--- config.mk ---
export PLATFORM = sky130hd
export DESIGN_NAME = rbst_div_lane
export DESIGN_NICKNAME = d
export VERILOG_FILES = /design/src/rtl/rbst_pkg.sv /design/src/rtl/rbst_div_lane.sv
export SDC_FILE = /design/constraint.sdc
export NUM_CORES = 1
export LEC_CHECK = 0
export BUFFER_PORTS_ARGS = -buffer_cell sky130_fd_sc_hd__clkbuf_2
export CAP_MARGIN = 0
export CORE_AREA = 2 2 136 138
export CTS_CLUSTER_SIZE = 30
export DETAILED_ROUTE_END_ITERATION = 8
export DIE_AREA = 0 0 138 140
export HOLD_SLACK_MARGIN = 0.1
export PLACE_DENSITY = 0.76
export SYNTH_ARGS = -nofsm -noshare
export SYNTH_HDL_FRONTEND = slang
export SYNTH_SLANG_ARGS = --single-unit
--- constraint.sdc ---
create_clock -name clk -period 3.5 [get_ports clk]
set_clock_uncertainty 0.1 [all_clocks]
set_input_delay 0 -clock clk [delete_from_list [all_inputs] [get_ports clk]]
set_output_delay 0 -clock clk [all_outputs]
set_load 0.1 [all_outputs]
--- src/rtl/rbst_pkg.sv ---
package rbst_pkg;

    // word format of all coordinates and ray parameters
    localparam int WORD_BITS = 32;

    typedef logic signed [WORD_BITS-1:0] word_t;
    typedef logic        [WORD_BITS-1:0] mag_t;

    // saturation limits of a ray parameter
    localparam word_t T_MAX = {1'b0, {(WORD_BITS-1){1'b1}}};
    localparam word_t T_MIN = {1'b1, {(WORD_BITS-1){1'b0}}};

    // ray parameter with a not-a-number mark (zero over zero)
    typedef struct packed {
        logic  nan;
        word_t v;
    } rbst_tval_t;

    // launch of one division lane
    typedef struct packed {
        logic start;
        logic zero_dir;
        logic nneg;
        logic neg;
        mag_t nmag;
        mag_t dmag;
    } rbst_div_req_t;

endpackage

--- src/rtl/rbst_div_lane.sv ---
module rbst_div_lane import rbst_pkg::*; #(
    parameter int FRAC_BITS = 16
) (
    input  logic          clk,
    input  logic          rst_n,
    input  rbst_div_req_t req,
    output logic          done,
    output rbst_tval_t    result
);

    localparam int CNT_W  = $clog2(WORD_BITS);
    localparam int WIDE_W = WORD_BITS + FRAC_BITS;

    logic                   busy_reg, busy_next;
    logic                   done_reg, done_next;
    logic [CNT_W-1:0]       cnt_reg, cnt_next;
    mag_t                   rem_reg, rem_next;
    mag_t                   dmag_reg, dmag_next;
    logic [WORD_BITS-2:0]   feed_reg, feed_next;
    logic [WORD_BITS-2:0]   quo_reg, quo_next;
    logic                   neg_reg, neg_next;
    rbst_tval_t             res_reg, res_next;

    logic [WIDE_W-1:0]      wide;
    logic [FRAC_BITS:0]     head;
    logic                   head_ovf;
    logic [WORD_BITS:0]     trial;
    logic [WORD_BITS:0]     diff;
    logic                   take;
    logic [WORD_BITS-2:0]   quo_fin;
    word_t                  quo_pos;

    // scaled numerator: the head covers every quotient bit at or above the sign
    assign wide     = {req.nmag, {FRAC_BITS{1'b0}}};
    assign head     = wide[WIDE_W-1:WORD_BITS-1];
    assign head_ovf = (WORD_BITS'(head) >= req.dmag);

    // one restoring step per cycle
    assign trial   = {rem_reg, feed_reg[WORD_BITS-2]};
    assign diff    = trial - {1'b0, dmag_reg};
    assign take    = ~diff[WORD_BITS];
    assign quo_fin = {quo_reg[WORD_BITS-3:0], take};
    assign quo_pos = {1'b0, quo_fin};

    always_comb
    begin
        busy_next = busy_reg;
        done_next = done_reg;
        cnt_next  = cnt_reg;
        rem_next  = rem_reg;
        dmag_next = dmag_reg;
        feed_next = feed_reg;
        quo_next  = quo_reg;
        neg_next  = neg_reg;
        res_next  = res_reg;
        if (req.start)
        begin
            dmag_next = req.dmag;
            neg_next  = req.neg;
            cnt_next  = '0;
            quo_next  = '0;
            rem_next  = WORD_BITS'(head);
            feed_next = wide[WORD_BITS-2:0];
            if (req.zero_dir)
            begin
                // zero direction: signed limit, or not a number for zero over zero
                done_next    = 1'b1;
                busy_next    = 1'b0;
                res_next.nan = (req.nmag == '0);
                res_next.v   = req.nneg ? T_MIN : T_MAX;
            end
            else if (head_ovf)
            begin
                // quotient magnitude reaches the sign weight, saturate
                done_next    = 1'b1;
                busy_next    = 1'b0;
                res_next.nan = 1'b0;
                res_next.v   = req.neg ? T_MIN : T_MAX;
            end
            else
            begin
                done_next = 1'b0;
                busy_next = 1'b1;
            end
        end
        else if (busy_reg)
        begin
            rem_next  = take ? diff[WORD_BITS-1:0] : trial[WORD_BITS-1:0];
            feed_next = {feed_reg[WORD_BITS-3:0], 1'b0};
            quo_next  = quo_fin;
            cnt_next  = cnt_reg + 1'b1;
            if (cnt_reg == CNT_W'(WORD_BITS - 2))
            begin
                busy_next    = 1'b0;
                done_next    = 1'b1;
                res_next.nan = 1'b0;
                res_next.v   = neg_reg ? -quo_pos : quo_pos;
            end
        end
    end

    // control state
    always_ff @(posedge clk or negedge rst_n)
    begin
        if (!rst_n)
        begin
            busy_reg <= 1'b0;
            done_reg <= 1'b0;
            cnt_reg  <= '0;
        end
        else
        begin
            busy_reg <= busy_next;
            done_reg <= done_next;
            cnt_reg  <= cnt_next;
        end
    end

    // datapath
    always_ff @(posedge clk)
    begin
        rem_reg  <= rem_next;
        dmag_reg <= dmag_next;
        feed_reg <= feed_next;
        quo_reg  <= quo_next;
        neg_reg  <= neg_next;
        res_reg  <= res_next;
    end

    assign done   = done_reg;
    assign result = res_reg;

endmodule

* Yosys cells after proc, flatten, opt, wreduce, memory -nomap -nowiden
Index checks and enable logic that the tools add are counted.
Widths: inputs -> output; s select.
** Operators by class
- Magnitude comparators :: 1
- Equal/unequal tests :: 2
- Bitwise operators :: 1
- Reduce and logical (&&, ||, !) cells :: 5
- Add/sub/neg operators :: 3
- Mux-type cells :: 25
** Operators by type and width (count)
- $mux 33 :: 5
- $mux 32 :: 4
- $mux 31 :: 2
- $mux 17 :: 2
- $sub 33x32->33 :: 1
- $ge 17x32->1 :: 1
- $logic_not 32->1 :: 1
- $neg 31->32 :: 1
- $mux 1 :: 10
- $mux 5 :: 2
- $add 5x1->5 const B :: 1
- $eq 5x5->1 const B :: 1
- $reduce_bool 2->1 :: 2
- $ne 3x2->1 const B :: 1
- $reduce_and 3->1 :: 1
- $reduce_and 2->1 :: 1
- $not 1->1 :: 1
** Word-level totals
- Word-level logic and storage cells :: 48
- Register bits :: 150
- Output and inout port bits :: 34

* Depth between registers and ports, before layout
Gate-level depths: netlist of run 1.
- Word-level depth :: 7
- Gate-level depth with buffers :: 19
- Mapped depth without buffers :: 18

* Worst setup path after synthesis of run 1
Ideal clock, no wire load.
- Path kind :: register -> register
- From :: register dmag_reg[0]
- To :: register res_reg, in the netlist result[16] (data pin)
- Clock period less this slack :: 3842 ps
- Slack :: -342 ps
- Cell stages (with the launch flop) :: 18
- Data arrival time :: 3472 ps
- Buffers on the path :: 1
- Path through :: edfxtp_1 ha_1 fa_1 nand2b_1 a21o_1 a31oi_4 o211ai_4 a31oi_4 nor2_1 inv_2 buf_2 ha_1 nand2b_1 or2_1 or2_2 o31ai_1 xor2_1 o21ai_0
** RTL lines
- from (decl) :: line rbst_div_lane.sv:18 : mag_t dmag_reg, dmag_next;
- from (signal assigned) :: line rbst_div_lane.sv:123 : dmag_reg <= dmag_next;
- to (signal assigned) :: line rbst_div_lane.sv:127 : res_reg <= res_next;
- to (decl) :: line rbst_div_lane.sv:22 : rbst_tval_t res_reg, res_next;

==> results.toml, run 1 <==
[synth]
synth.top_cells.by_count = "edfxtp_1 (98), nor2_1 (78), nand2_1 (72), inv_1 (61), o21ai_0 (58)"
synth_area_leaders = "edfxtp_1 (31%), dfxtp_1 (9.6%), ha_1 (6.9%)"
synth_cells = 961
ys_ff_latch = 150
synth_edf_count = 98
yosysSeqAreaShare = 0.4271
yosys_warnings = 0
synth_cell_types = 84
synth_top_cell_area_share = 0.3127
syn-num-nets = 1084
async_flop_share = 0.04667
synth_area_leader_cell = "edfxtp_1"
syn_area_per_cell_um2 = 9.792
ys.flop_type = "edfxtp_1"
synth_most_common_cell = "edfxtp_1"
synthesis.area_um2 = 9410

[placed_design]
dp_hpwl_um = 15390
gp_congestion = 0.8998
placedCellCount = 1300
portBuffers = 103

[sta]
finalWorstSetupSlack_ns = -0.1405
slew_headroom = 0.3961
slew_viol_final = 0
fin_crit_ns = 3.641
whs_ns = 0.1959
rsz0062_at_grt = "yes"
max_freq_mhz = 274.7
setup_viol = 7
hold_viol = 0
finalCritPeriodShare = 1.040
tightest_slew_ns = 0.9025

[setup_path]
end_kind = "flop"
path_max_fanout = 4
crit_family = "compound AO/OA/AOI/OAI gates"
cp.buffers_inverters = 1
cp.arrival_ns = 3.69
start_kind = "flop"
worstSetupPathType = "flop to flop"
critPathSlowestCell = "edfxtp_1"
crit_path_cell_trace = "ha_4 > fa_2 > nand2b_4 > a21o_1 > a31oi_4 > o211ai_4 > a31oi_4 > nor2_2 > inv_2 > ha_4 > nand2b_4 > or2_4 > nor2_4 > nand2_2 > o41ai_4 > xor2_1 > o21ai_1"
max_stage_delay_ns = 0.41
cp_data_required_time_ns = 3.55

[route]
ant_nets = 0
drtIter0Drc = 661
firstDrtPassIters = 5
drt-total-wl_um = 23300
drc = 0
num_vias = 8081
routedWlPerCell_um = 16.56
viasPerCell = 5.743

[power]
p_per_area_nw_per_um2 = 504.7
p_leak_nw = 4.972
max-vdd-ir-drop_uv = 386.8

[finish]
nets = 1289
antenna_cells = 0
stdcell_count = 1407
drive_gt1_frac = 0.2419
largest_register_ffs = 33
area_growth_pct = 26.75

[floorplanning]
die_x_um = 138
chipHeight_um = 140
num_rows = 49
core_um2 = 17780
num_io_pins = 104
die-area_um2 = 19320
initial_core_util = 0.5293

[global_routing]
antenna_found_initial = 0
grt_pass1_vias = 7844
grt_max_degree = 97
grt_remaining_overflow = 0
grt_pass1_wl_um = 38090
grtUsageTotal = 0.2390

[flow_run]
cap_violations = 0

[clock_network]
clock_path_buffers = 2
h-tree-depth = 4
cts_tree = "done"
clk_pin_slew_ns = 0.06
cts.sinks = 150
clockRootBuffer = "clkbuf_16"
cts_buffers = 17
clock_latency_ns = 0.42

[status]
violations = "negative setup slack"
status = "finished, violations left"

[hold_path]
hp-class = "input pin to flop"
-- tightest hold or removal path, cell delays in order --
cell and delay, ns:
clkbuf_2 0.15, nand2b_1 0.18, nor2_1 0.11, a21oi_1 0.13
o21ai_0 0.10
-- area by class of cell --
class,count,area (um2)
Timing Repair Buffer,240,1733
Multi-Input combinational cell,692,5130
Inverter,65,244.0
Fill cell,1377,5852
Tap cell,229,286.5
Clock buffer,20,436.7
Sequential cell,150,4020
Clock inverter,11,77.57
-- power by group --
part,internal (mW),total [mW],switching (mW),leakage (nW)
Combinational,0.913,2.22,1.31,3.29
Clock,0.901,1.62,0.715,0.248
Sequential,2.09,2.18,0.0936,1.43
-- cells in the final DEF (no fill, tap or decap), types with 7 or more instances in the layout --
| cell type | instances |
|---|---|
| xor2_1 | 27 |
| a21oi_1 | 41 |
| nor2_1 | 76 |
| ha_1 | 45 |
| o21ai_0 | 50 |
| xnor2_1 | 19 |
| o21ai_1 | 7 |
| nor4_1 | 14 |
| nand2_1 | 71 |
| inv_1 | 57 |
| nor2b_1 | 9 |
| a31oi_1 | 7 |
| o211ai_1 | 13 |
| nor3_1 | 25 |
| clkbuf_2 | 102 |
| or2_2 | 7 |
| mux2i_1 | 42 |
| a311oi_1 | 12 |
| nand4_1 | 27 |
| a21o_1 | 12 |
| o21a_1 | 8 |
| inv_2 | 7 |
| or3_1 | 12 |
| dfxtp_1 | 45 |
| mux2_2 | 14 |
| buf_4 | 68 |
| nand3_1 | 14 |
| clkbuf_16 | 17 |
| dlygate4sd3_1 | 68 |
| edfxtp_1 | 98 |
| nand2b_1 | 12 |
-- per-stage QoR --
stage	TNS, ns	util	setup slack [ns]	total power, mW	area (um2)
detailed placement	-0.01280	0.5905	-0.007755	4.224	10500
CTS	-0.01886	0.6586	-0.01071	5.925	11710
global placement	0	0.5905	0.03499	4.190	10500
finish	-0.4974	0.6709	-0.1405	6.020	11930
floorplan	-0.3058	-	-0.08789	3.696	9497
global route	-2.142	0.6709	-0.3078	6.344	11930
-- final timing paths --
path,cells past startpoint,end,startpoint,slack [ns]
max,17,result[22]$_DFFE_PP_,dmag_reg[0]$_DFFE_PP_,-0.14
min,5,busy_reg$_DFF_PN0_,req[66],0.20
max reg2reg,17,result[22]$_DFFE_PP_,dmag_reg[0]$_DFFE_PP_,-0.14
min reg2reg,2,rem_reg[27]$_SDFFE_PP0P_,rem_reg[26]$_SDFFE_PP0P_,0.40
max in group asynchronous,3,busy_reg$_DFF_PN0_,rst_n,2.60
min in group asynchronous,3,busy_reg$_DFF_PN0_,rst_n,0.44
-- per-layer routing --
layer / vias up / GRT usage / share of wire
met4: 0 / 0.08861 / 0.022
li1: 3972 / - / -
met5: - / 0 / 0
met3: 37 / 0.04000 / 0.047
met1: 3838 / 0.3179 / 0.45
met2: 234 / 0.3950 / 0.49
-- cells by family (layout without fill, tap and decap cells) --
group | after synthesis | after routing | share of synthesized area
fa+ha+maj | 53 | 53 | 0.07127
simple gates | 314 | 314 | 0.1722
flops | 150 | 150 | 0.4271
xor+xnor | 46 | 46 | 0.04281
compound gates | 223 | 223 | 0.1706
buf+inv | 119 | 336 | 0.05465
mux | 56 | 56 | 0.06143
-- timing repair --
item,CTS,global route
endpoints found under the hold margin,116,0
setup buffers,2,6
hold buffers,68,0
resized for setup,0,34
setup endpoints to repair,4,14
pin swaps,0,17
Note: power is estimated with default switching activity, not from simulation.
==> inputs of run 2 (changes only) <==
--- a/config.mk
+++ b/config.mk
@@ -12,7 +12,8 @@
 export DETAILED_ROUTE_END_ITERATION = 8
 export DIE_AREA = 0 0 138 140
 export HOLD_SLACK_MARGIN = 0.1
-export PLACE_DENSITY = 0.76
+export PLACE_DENSITY_LB_ADDON = 0.15
+export SKIP_LAST_GASP = 1
 export SYNTH_ARGS = -nofsm -noshare
 export SYNTH_HDL_FRONTEND = slang
 export SYNTH_SLANG_ARGS = --single-unit
==> results.toml, run 2 (synthesis results as in run 1) <==
[power]
seqPwrFrac = 0.352
p_total_mw = 6.181
max-vdd-ir-drop_uv = 422.9
sw_frac_of_total = 0.3465
p_leak_nw = 5.031
intPower_mw = 4.039
pwr-share-comb = 0.354
p_switching_mw = 2.141
clkPwrFrac = 0.294
p_per_area_nw_per_um2 = 516.3

[floorplanning]
initial_core_util = 0.5293
die_x_um = 138
num_io_pins = 104
chipHeight_um = 140
core_um2 = 17780
die-area_um2 = 19320
num_rows = 49

[setup_path]
path_max_fanout = 3
crit_path_cell_trace = "ha_2 > fa_2 > nand2b_4 > a21o_1 > a31oi_4 > o211ai_4 > a31oi_4 > nor2_4 > inv_2 > ha_4 > nand2b_4 > or2_4 > or2_4 > o31ai_4 > xor2_1 > o21ai_1"
worstSetupPathType = "flop to flop"
crit_family = "compound AO/OA/AOI/OAI gates"
start_kind = "flop"
cp.arrival_ns = 3.54
cp.buffers_inverters = 1
end_kind = "flop"
cp_data_required_time_ns = 3.54
critPathSlowestCell = "edfxtp_1"
max_stage_delay_ns = 0.38

[status]
status = "finished, violations left"
violations = "negative setup slack"

[global_routing]
grt_pass1_wl_um = 38120
antenna_found_initial = 0
grtUsageTotal = 0.2414
grt_remaining_overflow = 0
grt_max_degree = 62
grt_pass1_vias = 7740

[clock_network]
clockRootBuffer = "clkbuf_16"
clk_pin_slew_ns = 0.06
cts_buffers = 17
clock_path_buffers = 2
cts_tree = "done"
cts.sinks = 150
h-tree-depth = 4
clock_latency_ns = 0.43

[sta]
tightest_slew_ns = 0.8281
max_freq_mhz = 285.6
rsz0062_at_grt = "yes"
slew_viol_final = 0
fin_crit_ns = 3.501
finalCritPeriodShare = 1.000
hold_viol = 0
finalWorstSetupSlack_ns = -0.0009099
finalSetupTns_ns = -0.0009099
slew_headroom = 0.4466
setup_viol = 1

[finish]
utilization = 0.6733
mostFrequentLayoutCell = "clkbuf_2"
antenna_cells = 0
largest_register_ffs = 33
post-route-cell-area_um2 = 11970
num-fill-cells = 1438
drive_gt1_frac = 0.2340
nets = 1294
area_growth_pct = 27.20
final_cell_mix = "clkbuf_2 (102), edfxtp_1 (98), nor2_1 (76)"

[placed_design]
gp_congestion = 0.8725
dpl_cell_area_um2 = 10540
dp_hpwl_um = 15580
portBuffers = 103

[route]
firstDrtPassIters = 5
ant_nets = 0
drt-total-wl_um = 23050
viasPerCell = 5.607
routedWlPerCell_um = 16.31
drc = 0
drtIter0Drc = 542
num_vias = 7922

[flow_run]
cap_violations = 0

[hold_path]
hp-class = "input pin to flop"
## run 2: cell count changes in the layout (fill, tap and decap cells not counted), sizes merged
| cell | before | now |
|---|---|---|
| clkbuf | 122 | 120 |
| clkinv | 8 | 5 |
| dlygate4sd3 | 68 | 72 |
| clkinvlp | 2 | 3 |
| bufinv | 0 | 2 |
| inv | 66 | 69 |
| buf | 70 | 71 |
## run 2: final timing paths
kind,from,endpoint,slack [ns],depth (start not counted)
hold / removal,req[13],dmag_reg[13]$_DFFE_PP_,0.20,2
hold reg to reg,rem_reg[18]$_SDFFE_PP0P_,rem_reg[19]$_SDFFE_PP0P_,0.40,2
min in group asynchronous,rst_n,cnt_reg[3]$_DFFE_PN0P_,0.42,3
setup / recovery,dmag_reg[0]$_DFFE_PP_,result[16]$_DFFE_PP_,-0.0009,16
setup reg to reg,dmag_reg[0]$_DFFE_PP_,result[16]$_DFFE_PP_,-0.0009,16
max in group asynchronous,rst_n,busy_reg$_DFF_PN0_,2.62,3
## run 2: power groups by stage
stage	Sequential, mW	Clock [mW]	Combinational (mW)
after detailed placement	2.21	0	2.04
after CTS	2.17	1.86	2.13
after floorplan	2.45	0	1.24
after global placement	2.20	0	2.03
after global routing	2.19	1.91	2.40
final	2.17	1.82	2.19
## run 2: worst reg2reg max path, stage by stage, from the launching register on
cell and delay (ns):
edfxtp_1 0.38, ha_2 0.19, fa_2 0.35, nand2b_4 0.15, a21o_1 0.19, a31oi_4 0.24, o211ai_4 0.11, a31oi_4 0.18
nor2_4 0.05, inv_2 0.08, ha_4 0.14, nand2b_4 0.05, or2_4 0.26, or2_4 0.26, o31ai_4 0.25, xor2_1 0.17
o21ai_1 0.07
## run 2: what timing repair did
action,in CTS,in global routing
endpoints found under the setup margin,5,14
pin swaps,4,9
buffers inserted,2,3
hold buffers,72,0
gates resized for setup,1,22
endpoints found under the hold margin,101,0
## run 2: metrics by stage
| step | setup WS, ns | hold slack (ns) | instances |
|---|---|---|---|
| after floorplan | -0.08789 | -0.3956 | 961 |
| after global placement | 0.04245 | -0.2568 | 1304 |
| after detailed placement | -0.03081 | -0.2548 | 1304 |
| after CTS | -0.03218 | 0.1793 | 1410 |
| after global routing | -0.1521 | 0.1934 | 1413 |
| final | -0.0009099 | 0.2041 | 1413 |
## run 2: layout make-up
| type | count | area [um2] | share of cell area |
|---|---|---|---|
| Sequential cell | 150 | 4020 | 0.3358 |
| Clock inverter | 14 | 148.9 | 0.01244 |
| Inverter | 65 | 244.0 | 0.02038 |
| Clock buffer | 18 | 429.2 | 0.03585 |
| Timing Repair Buffer | 245 | 1780 | 0.1487 |
| Tap cell | 229 | 286.5 | 0.02394 |
| Multi-Input combinational cell | 692 | 5061 | 0.4228 |
## run 2: per-layer routing
layer	global-route usage	vias up	part of all wire	wire length (um)
met5	0	-	0	0
met4	0.06767	0	0.015	341
met3	0.04684	29	0.035	810
met2	0.4007	163	0.48	11000
met1	0.3247	3743	0.47	10910
li1	-	3987	-	-
==> inputs of run 3 (changes only) <==
==> constraint.sdc (replaced) <==
create_clock -name clk -period 3.5 [get_ports clk]
set_clock_uncertainty 0.1 [all_clocks]
set_input_delay 0.7 -clock clk [delete_from_list [all_inputs] [get_ports clk]]
set_output_delay 0.7 -clock clk [all_outputs]
set_load 0.1 [all_outputs]
==> results.toml, run 3 (synthesis results as in run 1) <==
[status]
status = "finished, violations left"
violations = "negative setup slack"

[sta]
finalCritPeriodShare = 1.030
finalSetupTns_ns = -0.3363
max_freq_mhz = 277.4
setup_viol = 5
slew_headroom = 0.4334
rsz0062_at_grt = "yes"
slew_viol_final = 0
tightest_slew_ns = 0.8468
finalWorstSetupSlack_ns = -0.1046
fin_crit_ns = 3.605
hold_viol = 0

[floorplanning]
num_io_pins = 104
core_um2 = 17780
chipHeight_um = 140
die-area_um2 = 19320
initial_core_util = 0.5293
num_rows = 49
die_x_um = 138

[finish]
final_cell_mix = "clkbuf_2 (102), edfxtp_1 (98), buf_4 (81)"
nets = 1237
drive_gt1_frac = 0.2671
stdcell_count = 1356
mostFrequentLayoutCell = "clkbuf_2"
area_growth_pct = 21.74
largest_register_ffs = 33
antenna_cells = 0

[placed_design]
dp_hpwl_um = 15980
gp_congestion = 0.9186
portBuffers = 103
placedCellCount = 1316

[clock_network]
cts_buffers = 17
h-tree-depth = 4
clock_latency_ns = 0.43
clk_pin_slew_ns = 0.06
clock_path_buffers = 2
clockRootBuffer = "clkbuf_16"
cts_tree = "done"
cts.sinks = 150

[route]
num_vias = 7780
routedWlPerCell_um = 16.87
firstDrtPassIters = 5
drtIter0Drc = 639
ant_nets = 0
drc = 0
drt-total-wl_um = 22880
viasPerCell = 5.737

[global_routing]
grt_pass1_wl_um = 38010
grt_remaining_overflow = 0
grtUsageTotal = 0.2397
grt_pass1_vias = 7723
antenna_found_initial = 1
grt_max_degree = 87

[setup_path]
cp_data_required_time_ns = 3.54
worstSetupPathType = "flop to flop"
path_max_fanout = 3
start_kind = "flop"
end_kind = "flop"
cp.arrival_ns = 3.65

[flow_run]
cap_violations = 0

[hold_path]
hp-class = "input pin to flop"

[power]
p_per_area_nw_per_um2 = 548.3
p_leak_nw = 4.825
max-vdd-ir-drop_uv = 478.0
## run 3: cell types whose count changed in the layout (fill, tap and decap cells not counted), moves of 2 or more
cell / change
buf_12: +2
buf_4: +12
dlygate4sd3_1: -71
ha_1: -2
ha_4: +2
inv_6: -2
nand2_1: -2
nand2_2: +2
o41ai_2: +2
## run 3: worst max-delay path, stage by stage, from the launching register on
cell and delay [ns]:
edfxtp_1 0.38, ha_2 0.20, fa_2 0.36, nand2b_4 0.16, a21o_1 0.20, a31oi_4 0.25, o211ai_4 0.11, a31oi_4 0.17
nor2_4 0.06, inv_2 0.08, ha_4 0.14, nand2b_4 0.05, or2_4 0.27, nor2_4 0.15, nand3_4 0.12, o31ai_4 0.23
xor2_1 0.19, o21ai_1 0.09
## run 3: what timing repair did
item,4_1_cts,5_1_grt
endpoints found under the setup margin,4,14
hold buffers,1,0
pin swaps,6,9
buffers inserted,2,5
endpoints found under the hold margin,7,0
gates resized for setup,5,25
## run 3: through the flow
step | worst slack, ns | total power [mW] | hold slack [ns] | instance area (um2) | util
5_1_grt | -0.2484 | 6.596 | 0.3410 | 11460 | 0.6443
2_1_floorplan | -0.1293 | 3.693 | 0.3044 | 9494 | -
3_3_place_gp | -0.001946 | 4.282 | 0.3830 | 10650 | 0.5989
4_1_cts | -0.1052 | 6.244 | 0.3439 | 11300 | 0.6357
3_5_place_dp | -0.1265 | 4.308 | 0.3883 | 10650 | 0.5989
6_report | -0.1046 | 6.282 | 0.3529 | 11460 | 0.6443
## run 3: where the power goes
part | internal [mW] | total, mW | switching [mW]
logic | 0.894 | 2.20 | 1.31
registers | 2.09 | 2.17 | 0.0832
clock network | 1.13 | 1.91 | 0.781
total | 4.11 | 6.28 | 2.17
## run 3: final timing paths
check                                         start                       end  slack [ns]  cells past startpoint
max                           dmag_reg[0]$_DFFE_PP_      result[26]$_DFFE_PP_       -0.10                     17
min                                         req[14]    dmag_reg[14]$_DFFE_PP_        0.35                      1
max reg2reg                   dmag_reg[0]$_DFFE_PP_      result[26]$_DFFE_PP_       -0.10                     17
min reg2reg                rem_reg[18]$_SDFFE_PP0P_  rem_reg[19]$_SDFFE_PP0P_        0.39                      2
max in group asynchronous                     rst_n        busy_reg$_DFF_PN0_        2.58                      2
min in group asynchronous                     rst_n    cnt_reg[0]$_DFFE_PN0P_        0.54                      2
## run 3: layer usage
| layer | up-vias | routed length, um | GRT usage |
|---|---|---|---|
| li1 | 3864 | - | - |
| met1 | 3696 | 10710 | 0.3207 |
| met2 | 189 | 10980 | 0.3953 |
| met3 | 31 | 847 | 0.04650 |
| met4 | 0 | 341 | 0.07626 |
| met5 | - | 0 | 0 |
## run 3: final cells by class
| class | count | area [um2] |
|---|---|---|
| Fill cell | 1515 | 6324 |
| Multi-Input combinational cell | 692 | 5101 |
| Sequential cell | 150 | 4020 |
| Timing Repair Buffer | 188 | 1200 |
| Clock buffer | 17 | 425.4 |
| Tap cell | 229 | 286.5 |
| Inverter | 65 | 244.0 |
| Clock inverter | 15 | 178.9 |
